--- src/rtl/spq_pkg.sv ---
// spq_pkg: shared types and constants of the sorted priority queue.
// Item structs, request and status codes, queue depth.
// No dependencies.
package spq_pkg;

  localparam int DEPTH = 16;
  localparam int CNT_W = $clog2(DEPTH + 1);
  localparam int OCC_W = 5;

  localparam logic [1:0] REQ_ENQ  = 2'd0;
  localparam logic [1:0] REQ_DEQ  = 2'd1;
  localparam logic [1:0] REQ_PEEK = 2'd2;

  localparam logic [1:0] ST_OK       = 2'd0;
  localparam logic [1:0] ST_OVERFLOW = 2'd1;
  localparam logic [1:0] ST_EMPTY    = 2'd2;

  typedef struct packed {
    logic [1:0]         req_type;
    logic signed [31:0] in_value;
    logic signed [15:0] in_priority;
  } in_item_t;

  typedef struct packed {
    logic signed [31:0] out_value;
    logic [1:0]         status;
    logic [OCC_W-1:0]   occupancy;
  } out_item_t;

  typedef struct packed {
    logic signed [31:0] value;
    logic signed [15:0] prio;
  } entry_t;

  // broadcast to every cell
  typedef struct packed {
    logic enq;
    logic deq;
  } cell_ctl_t;

endpackage

--- src/rtl/spq_cell.sv ---
// spq_cell: one slot of the sorted queue chain.
// Holds one entry; shifts toward tail on insert, toward head on removal.
// Depends on spq_pkg.
module spq_cell import spq_pkg::*; (
  input  logic      clk,
  input  cell_ctl_t ctl,
  input  entry_t    new_entry,
  input  logic      occupied,
  input  logic      left_keep,
  input  entry_t    left_entry,
  input  entry_t    right_entry,
  output logic      keep,
  output entry_t    entry
);

  entry_t entry_r;
  entry_t entry_nxt;

  // entry stays put when it outranks or ties the newcomer
  assign keep  = occupied && (entry_r.prio >= new_entry.prio);
  assign entry = entry_r;

  always_comb begin
    entry_nxt = entry_r;
    if (ctl.enq) begin
      if (!keep) begin
        entry_nxt = left_keep ? new_entry : left_entry;
      end
    end else if (ctl.deq) begin
      entry_nxt = right_entry;
    end
  end

  always_ff @(posedge clk) begin
    entry_r <= entry_nxt;
  end

endmodule

--- src/rtl/sorted_priority_queue_unit.sv ---
// Sorted priority queue top level: cell chain, occupancy count, result register.
// Result registered: valid in the cycle after acceptance. Throughput: 1 item per
// cycle unless a result stalls; set by the chain's single compare-and-shift step.
// Reset (rst_n low, synchronous): queue empty, no result pending; entry storage
// is not cleared and holds no meaning until written.
// Depends on spq_pkg and spq_cell.
module sorted_priority_queue_unit import spq_pkg::*; (
  input  logic      clk,
  input  logic      rst_n,
  input  logic      in_valid,
  output logic      in_stall,
  input  in_item_t  in_item,
  output logic      out_valid,
  input  logic      out_stall,
  output out_item_t out_item
);

  logic [CNT_W-1:0] count_r, count_nxt;
  logic             out_valid_r, out_valid_nxt;
  out_item_t        out_item_r, out_item_nxt;

  logic      accept;
  logic      is_full, is_empty;
  cell_ctl_t ctl;
  entry_t    new_entry;

  logic   [DEPTH-1:0] occ;
  logic   [DEPTH-1:0] keep;
  entry_t             cell_entry [DEPTH];

  // Result register parts the two sides: a new item enters unless a
  // finished result is still waiting behind a stalled output.
  assign in_stall  = out_valid_r && out_stall;
  assign accept    = in_valid && !in_stall;
  assign out_valid = out_valid_r;
  assign out_item  = out_item_r;

  assign is_full  = (count_r == CNT_W'(DEPTH));
  assign is_empty = (count_r == '0);

  assign new_entry.value = in_item.in_value;
  assign new_entry.prio  = in_item.in_priority;

  // Chain moves only for requests that change the queue.
  assign ctl.enq = accept && (in_item.req_type == REQ_ENQ) && !is_full;
  assign ctl.deq = accept && (in_item.req_type == REQ_DEQ) && !is_empty;

  // Cell chain. Head is cell 0. On insert each cell compares its own
  // priority with the newcomer; the first cell that does not keep its
  // entry takes the newcomer and the ones after it take the left neighbor.
  // On removal every cell takes its right neighbor.
  for (genvar i = 0; i < DEPTH; i++) begin : g_cell
    entry_t left_e, right_e;
    logic   left_k;

    assign occ[i] = (CNT_W'(i) < count_r);

    if (i == 0) begin : g_head
      assign left_k = 1'b1;
      assign left_e = new_entry;
    end else begin : g_body
      assign left_k = keep[i-1];
      assign left_e = cell_entry[i-1];
    end

    if (i == DEPTH - 1) begin : g_tail
      assign right_e = cell_entry[i];
    end else begin : g_mid
      assign right_e = cell_entry[i+1];
    end

    spq_cell u_cell (
      .clk         (clk),
      .ctl         (ctl),
      .new_entry   (new_entry),
      .occupied    (occ[i]),
      .left_keep   (left_k),
      .left_entry  (left_e),
      .right_entry (right_e),
      .keep        (keep[i]),
      .entry       (cell_entry[i])
    );
  end

  // Occupancy and result of the accepted item.
  always_comb begin
    count_nxt    = count_r;
    out_item_nxt = out_item_r;
    if (ctl.enq) begin
      count_nxt = count_r + 1'b1;
    end else if (ctl.deq) begin
      count_nxt = count_r - 1'b1;
    end

    if (accept) begin
      out_item_nxt.out_value = '0;
      out_item_nxt.status    = ST_OK;
      case (in_item.req_type)
        REQ_ENQ: begin
          if (is_full) begin
            out_item_nxt.status = ST_OVERFLOW;
          end
        end
        REQ_DEQ, REQ_PEEK: begin
          if (is_empty) begin
            out_item_nxt.status = ST_EMPTY;
          end else begin
            out_item_nxt.out_value = cell_entry[0].value;
          end
        end
        default: begin
          // unused code: no operation
        end
      endcase
      out_item_nxt.occupancy = OCC_W'(count_nxt);
    end

    out_valid_nxt = out_valid_r;
    if (accept) begin
      out_valid_nxt = 1'b1;
    end else if (!out_stall) begin
      out_valid_nxt = 1'b0;
    end
  end

  always_ff @(posedge clk) begin
    if (!rst_n) begin
      count_r     <= '0;
      out_valid_r <= 1'b0;
    end else begin
      count_r     <= count_nxt;
      out_valid_r <= out_valid_nxt;
    end
    out_item_r <= out_item_nxt;
  end

endmodule

--- config.mk ---
export PLATFORM = sky130hd
export DESIGN_NAME = sorted_priority_queue_unit
export DESIGN_NICKNAME = d
export VERILOG_FILES = /design/src/rtl/spq_pkg.sv /design/src/rtl/spq_cell.sv /design/src/rtl/sorted_priority_queue_unit.sv
export SDC_FILE = /design/constraint.sdc
export NUM_CORES = 2
export LEC_CHECK = 0
export ABC_CLOCK_PERIOD_IN_PS = 9800
export BUFFER_PORTS_ARGS = -buffer_cell sky130_fd_sc_hd__buf_2
export CAP_MARGIN = 0
export CORE_ASPECT_RATIO = 1.2
export CORE_MARGIN = 2
export CORE_UTILIZATION = 60
export DETAILED_ROUTE_END_ITERATION = 8
export HOLD_SLACK_MARGIN = 0.1
export PLACE_DENSITY_LB_ADDON = 0.1
export SLEW_MARGIN = 10
export SYNTH_ARGS = -nofsm -noshare
export SYNTH_HDL_FRONTEND = slang
export SYNTH_SLANG_ARGS = --single-unit
--- constraint.sdc ---
create_clock -name clk -period 9.8 [get_ports clk]
set_clock_uncertainty 0.15 [all_clocks]
set_input_delay 1.47 -clock clk [delete_from_list [all_inputs] [get_ports clk]]
set_output_delay 1.47 -clock clk [all_outputs]
set_load 0.01 [all_outputs]
### Word level (Yosys, flattened, before mapping)

Cells that the tools add are included.

* eq/ne operators: 19
* add/sub/neg operators: 2
* magnitude comparators: 32
* bitwise gates (word level): 2
* reductions and logical operators: 46
* mux-type cells: 67

Operator list (number)
* 48-bit 2-to-1 mux: 60
* 16-bit >= comparator: 16
* 4-bit by 5-bit < comparator with 1-bit output (first input constant): 8
* 2-bit AND reduction: 16
* 2-bit != test (second input constant): 15
* 1-bit logical AND: 22
* 3-bit by 5-bit < comparator with 1-bit output (first input constant): 4
* 1-bit by 5-bit < comparator with 1-bit output (first input constant): 2
* 2-bit by 5-bit < comparator with 1-bit output (first input constant): 2
* 5-bit 2-to-1 mux: 2
* 5-bit by 1-bit adder with 5-bit output (second input constant): 1
* 5-bit == test (second input constant): 1
* 5-bit logical NOT: 1
* 5-bit by 1-bit subtractor with 5-bit output (second input constant): 1
* 2-bit case mux with 2 select lines: 1
* 2-bit OR reduction: 2
* 1-bit logical NOT: 3
* 1-bit 2-to-1 mux: 3
* 2-bit by 1-bit == test with 1-bit output (second input constant): 1
* 2-bit == test (second input constant): 1
* 2-bit logical NOT: 1
* 2-bit 2-to-1 mux: 1
* 2-bit by 1-bit != test with 1-bit output (second input constant): 1
* 1-bit inverter: 2
* 2-bit nonzero test: 1

* output and inout bits: 41
* word-level logic and storage cells: 205
* input bits: 54
* bits in registers: 813

### Logic depth before layout (Yosys ltp)

* depth in word-level cells: 7
* depth in mapped cells: 13
* depth with buffers taken out: 9

### By module

From an unflattened synthesis, not the netlist that was laid out.

* cells, all modules: 4561
* area, all modules: 48791.8 um^2

Modules (own cells, without submodules)
* spq_cell at g_cell[0].u_cell ...: cells each 270, area an instance 2896.5 um^2, sequential area each 1441.4 um^2, instances 10
* spq_cell at g_cell[4].u_cell ...: cells each 278, area an instance 2940.3 um^2, sequential area each 1441.4 um^2, instances 6
* sorted_priority_queue_unit: cells each 193, area an instance 2184.6 um^2, sequential area each 1291.2 um^2, instances 1

### Worst setup path before layout

OpenSTA, ideal clock, no wires.

* kind: input to register
* from: in out_stall
* to: reg g_cell[15].u_cell.entry_r (netlist bit g_cell[15].u_cell.entry[0]), enable pin
* setup time: 0.540 ns
* buffers on the path: 4
* slack: 0.579 ns
* arrival: 8.531 ns
* stages on the path: 8
* path through: and2_1 -> nor2b_1 -> nand3_1 -> buf_2 -> clkbuf_1 -> clkbuf_1 -> clkbuf_1 -> a311oi_1

* longest elaborated chain between the ends: 6

RTL lines
* from (decl): line sorted_priority_queue_unit.sv:14 `input logic out_stall,`
* 1-bit logical AND: line sorted_priority_queue_unit.sv:33 `assign in_stall = out_valid_r && out_stall;`
* 1-bit logical NOT: line sorted_priority_queue_unit.sv:34 `assign accept = in_valid && !in_stall;`
* 1-bit logical AND: line sorted_priority_queue_unit.sv:34
* via accept: line sorted_priority_queue_unit.sv:22 `logic accept;`
* 1-bit logical AND (2 in series): line sorted_priority_queue_unit.sv:45 `assign ctl.enq = accept && (in_item.req_type == REQ_ENQ) && !is_full;`
* 2-bit AND reduction (no source line)
* to (signal assigned): line spq_cell.sv:35 `entry_r <= entry_nxt;`
* to (decl): line spq_cell.sv:16 `entry_t entry_r;`

The timed path passes the listed nets, and every way through them passes these cells.
A chain may end at the register's enable or synchronous reset.

### Worst setup path after layout

* from: in in_item[12] (netlist name)
* to: reg g_cell[6].u_cell.entry_r (netlist bit g_cell[6].u_cell.entry[42]), enable pin

* longest elaborated chain between the ends: 4

RTL lines
* from (decl): line sorted_priority_queue_unit.sv:12 `input in_item_t in_item,`
* 16-bit >= comparator: line spq_cell.sv:20 `assign keep = occupied && (entry_r.prio >= new_entry.prio);`
* 1-bit logical AND: line spq_cell.sv:20
* 2-bit != test (no source line)
* 2-bit AND reduction (no source line)
* to (signal assigned): line spq_cell.sv:35
* to (decl): line spq_cell.sv:16

No other way between the ends.

==> impl_metrics.csv <==
group,metric,value,unit
placed_design,port_buffers,94,
placed_design,gp_congestion,0.9121,
clock_network,htreeDepth,3,
synth,synthFlopType,"edfxtp_1",
synth,synth_edf_count,807,
clock_network,cts_max_path_buffers,3,
sta,rsz0062_at_grt,"false",
route,ant_nets,0,
synth,seq_area_frac_synth,53.36,%
power_and_ir_drop,leakage,19.28,nW
synth,yosys.cell_types.count,65,
floorplan,row_count,110,
route,num_vias,34900,
sta,timing.final.crit_period,5733,ps
cells_and_area,area_growth,7.784,%
setup_path,cp-endpoint,"g_cell[6].u_cell.entry[42]",
sta,max-slew-margin-rel,15.93,%
global_route,grt_pass1_wl,206.0,mm
floorplan,die-width,255.8,um
sta,hold_viol,0,
sta,fmax,174.4,MHz
synth,netlist.area_leader.share,53.10,%
setup_path,r2r_cells,9,
clock_network,cts_setup_buffers,0,
global_route,grt_overflow,0,
route,drtIter0Drc,4338,
sta,fin_setup_tns,0,ps
global_route,grt_antenna_before_repair,2,
global_route,grt_max_degree,187,
route,totalWireLength,137.3,mm
synth,yosysTopAreaCell,"edfxtp_1",
sta,drv_slew,0,
synth,ys_top_cells_by_area,"edfxtp_1 (53%), ha_1 (7.2%), mux2i_1 (6.3%)",
synth,syn_avg_cell_area,10.87,um^2
placed_design,hpwl,83.00,mm
synth,yosysWarningCount,0,
sta,finalCritPeriodShare,58.50,%
run,cap_violations,0,
global_route,track_usage,34.46,%
floorplan,fp.coreArea,75150,um^2
synth,synthesis.nets,4514,
clock_network,clk_pin_slew_worst_paths,60,ps
floorplan,initial_core_util,60.73,%
clock_network,cts_tree,"yes",
setup_path,arrival,5870,ps
setup_path,end_kind,"register",
power_and_ir_drop,vdd_drop_max,0.1459,mV
setup_path,cp.required,9940,ps
route,wl_per_cell,26.59,um
synth,netlist_instances,4198,
route,viasPerCell,6.758,
synth,ys_ff_latch,813,
floorplan,die_area,78290,um^2
clock_network,cts_root_buf,"clkbuf_16",
floorplan,pin_count,95,
sta,worstMarginPinSlew,1261,ps
clock_network,clkSinkCount,813,
setup_path,regToRegStartpoint,"g_cell[6].u_cell.entry[11]",
setup_path,slowest_delay,730,ps
clock_network,ctsResizeCount,0,
setup_path,worstSetupPathType,"in -> reg",
sta,setup_viol,0,
clock_network,cts_hold_buffers,0,
outcome,status,"complete, no violations",
power_and_ir_drop,p_per_area,165.6,nW/um^2
global_route,grt_pass1_vias,33790,
sta,timing.final.ws_setup,4067,ps
cells_and_area,drive_gt1_share,8.616,%
setup_path,crit_fanout,31,
worst_hold_path,worstHoldPathType,"reg -> reg",
route,drc,0,
setup_path,crit_start,"in_item[12]",
route,first_pass_iters,6,
setup_path,path_cells,"buf_2 -> inv_1 -> ha_1 -> nand4_1 -> or4_1 -> a21o_1 -> a31o_2 -> a31oi_4 -> nand2_1 -> nand2_2 -> buf_4",
placed_design,dp_slack,3500,ps
setup_path,r2r_slack,5190,ps
cells_and_area,n_fill_cell,6009,
setup_path,reg2reg_to,"g_cell[6].u_cell.entry[42]",
setup_path,setup.worst_path.start_class,"primary input",
cells_and_area,nNetsFinal,4404,
synth,synth.cell_area,45640,um^2
floorplan,die_h,306.1,um
clock_network,clkLatencyLatePin,670,ps
clock_network,cts-buffers-inserted,86,
setup_path,cpMaxStageDelayCell,"a31oi_4",
synth,ys_async_sr_fraction,0,%
power_and_ir_drop,power,8.148,mW
stage by stage:
step | hold slack [ps] | util [%] | cell area [um^2] | std cells
2_1_floorplan | 364.2 | - | 45640 | 4198
4_1_cts | 393.2 | 65.45 | 49190 | 5163
3_3_place_gp | 366.6 | 62.04 | 46620 | 5008
5_1_grt | 413.9 | 65.45 | 49190 | 5163
3_5_place_dp | 379.4 | 62.04 | 46620 | 5008
6_report | 390.8 | 65.46 | 49190 | 5164
cells by family after synthesis:
logic type | share of synthesized area (%)
AO/OA/AOI/OAI | 14.35
buffers and inverters | 3.614
AND/OR/NAND/NOR | 13.85
multiplexers | 7.581
adder cells (fa/ha/maj) | 7.183
flip-flops | 53.36
XOR/XNOR | 0.05759
critical path: cells and delay by family:
family	cells	cell delay, ps
AOI/OAI and AO/OA	3	1140
buffers and inverters	3	1310
adders and majority gates	1	460
and+or+nand+nor	4	1410
flip-flops by register name (all words and copies together), names as in the netlist:
signal	cells
g_cell.u_cell.entry	768
out_item	39
count_r	5
out_valid	1
area by class of cell:
type / instances / area (um^2) / share of cell area (%)
clock inverter: 50 / 322.8 / 0.6563
sequential: 813 / 24350 / 49.51
timing repair buffer: 152 / 955.9 / 1.943
inverter: 48 / 180.2 / 0.3663
clock buffer: 105 / 2245 / 4.563
tap: 1008 / 1261 / 2.564
antenna: 1 / 2.502 / 0.005087
multi-input combinational: 2987 / 19870 / 40.39
metal layers:
metal	share of wire (%)	GRT usage, %	vias up
met5	0	0	-
met4	4.5	15.67	0
met3	8.3	5.043	307
met2	48	56.60	1730
met1	39	45.60	17200
li1	-	-	15670
power breakdown:
group          internal [mW]  switching (mW)
combinational          0.296           0.611
sequential              4.02          0.0928
clock                   1.71            1.42
total                   6.02            2.12
cells in the mapped netlist (all sizes together) (4+ instances only):
| master | count |
|---|---|
| a211o | 7 |
| a211oi | 19 |
| a21o | 29 |
| a21oi | 309 |
| a221o | 143 |
| a221oi | 4 |
| a31o | 5 |
| a31oi | 10 |
| and2 | 73 |
| and3 | 51 |
| and4 | 9 |
| buf | 102 |
| clkbuf | 248 |
| dfxtp | 6 |
| edfxtp | 807 |
| ha | 262 |
| inv | 48 |
| mux2 | 50 |
| mux2i | 289 |
| nand2 | 625 |
| nand2b | 6 |
| nand3 | 271 |
| nand4 | 39 |
| nor2 | 294 |
| nor2b | 19 |
| nor3 | 14 |
| nor3b | 5 |
| nor4 | 6 |
| o211ai | 259 |
| o21a | 5 |
| o21ai | 133 |
| o221ai | 8 |
| or4 | 6 |
how the worst min path moves through the flow:
stage	depth (start not counted)	start	slack [ps]	end
finish	2	g_cell[15].u_cell.entry[43]	390	g_cell[14].u_cell.entry[43]
global route	1	g_cell[0].u_cell.entry[43]	410	out_item[34]
CTS	2	g_cell[15].u_cell.entry[39]	390	g_cell[14].u_cell.entry[39]
detailed placement	2	g_cell[15].u_cell.entry[31]	380	g_cell[14].u_cell.entry[31]
global placement	2	g_cell[15].u_cell.entry[29]	370	g_cell[14].u_cell.entry[29]
floorplan	2	g_cell[15].u_cell.entry[16]	360	g_cell[14].u_cell.entry[16]
cells in the final DEF, fill, tap and decap left out, types with 7 or more instances in the layout:
master       n
a211oi_1    19
a21o_1      28
a21oi_1    308
a221o_1    143
and2_1      71
and3_1      50
and4_1       9
buf_2       94
buf_4       54
clkbuf_1    18
clkbuf_16   87
clkinv_1    25
clkinv_2    17
edfxtp_1   807
ha_1       262
inv_1       48
mux2_2      49
mux2i_1    288
nand2_1    617
nand2_2      7
nand3_1    270
nand4_1     39
nor2_1     294
nor2b_1     18
nor3_1      12
o211ai_1   259
o21ai_0    124
o221ai_1     7
(Power assumes the default switching activity.)
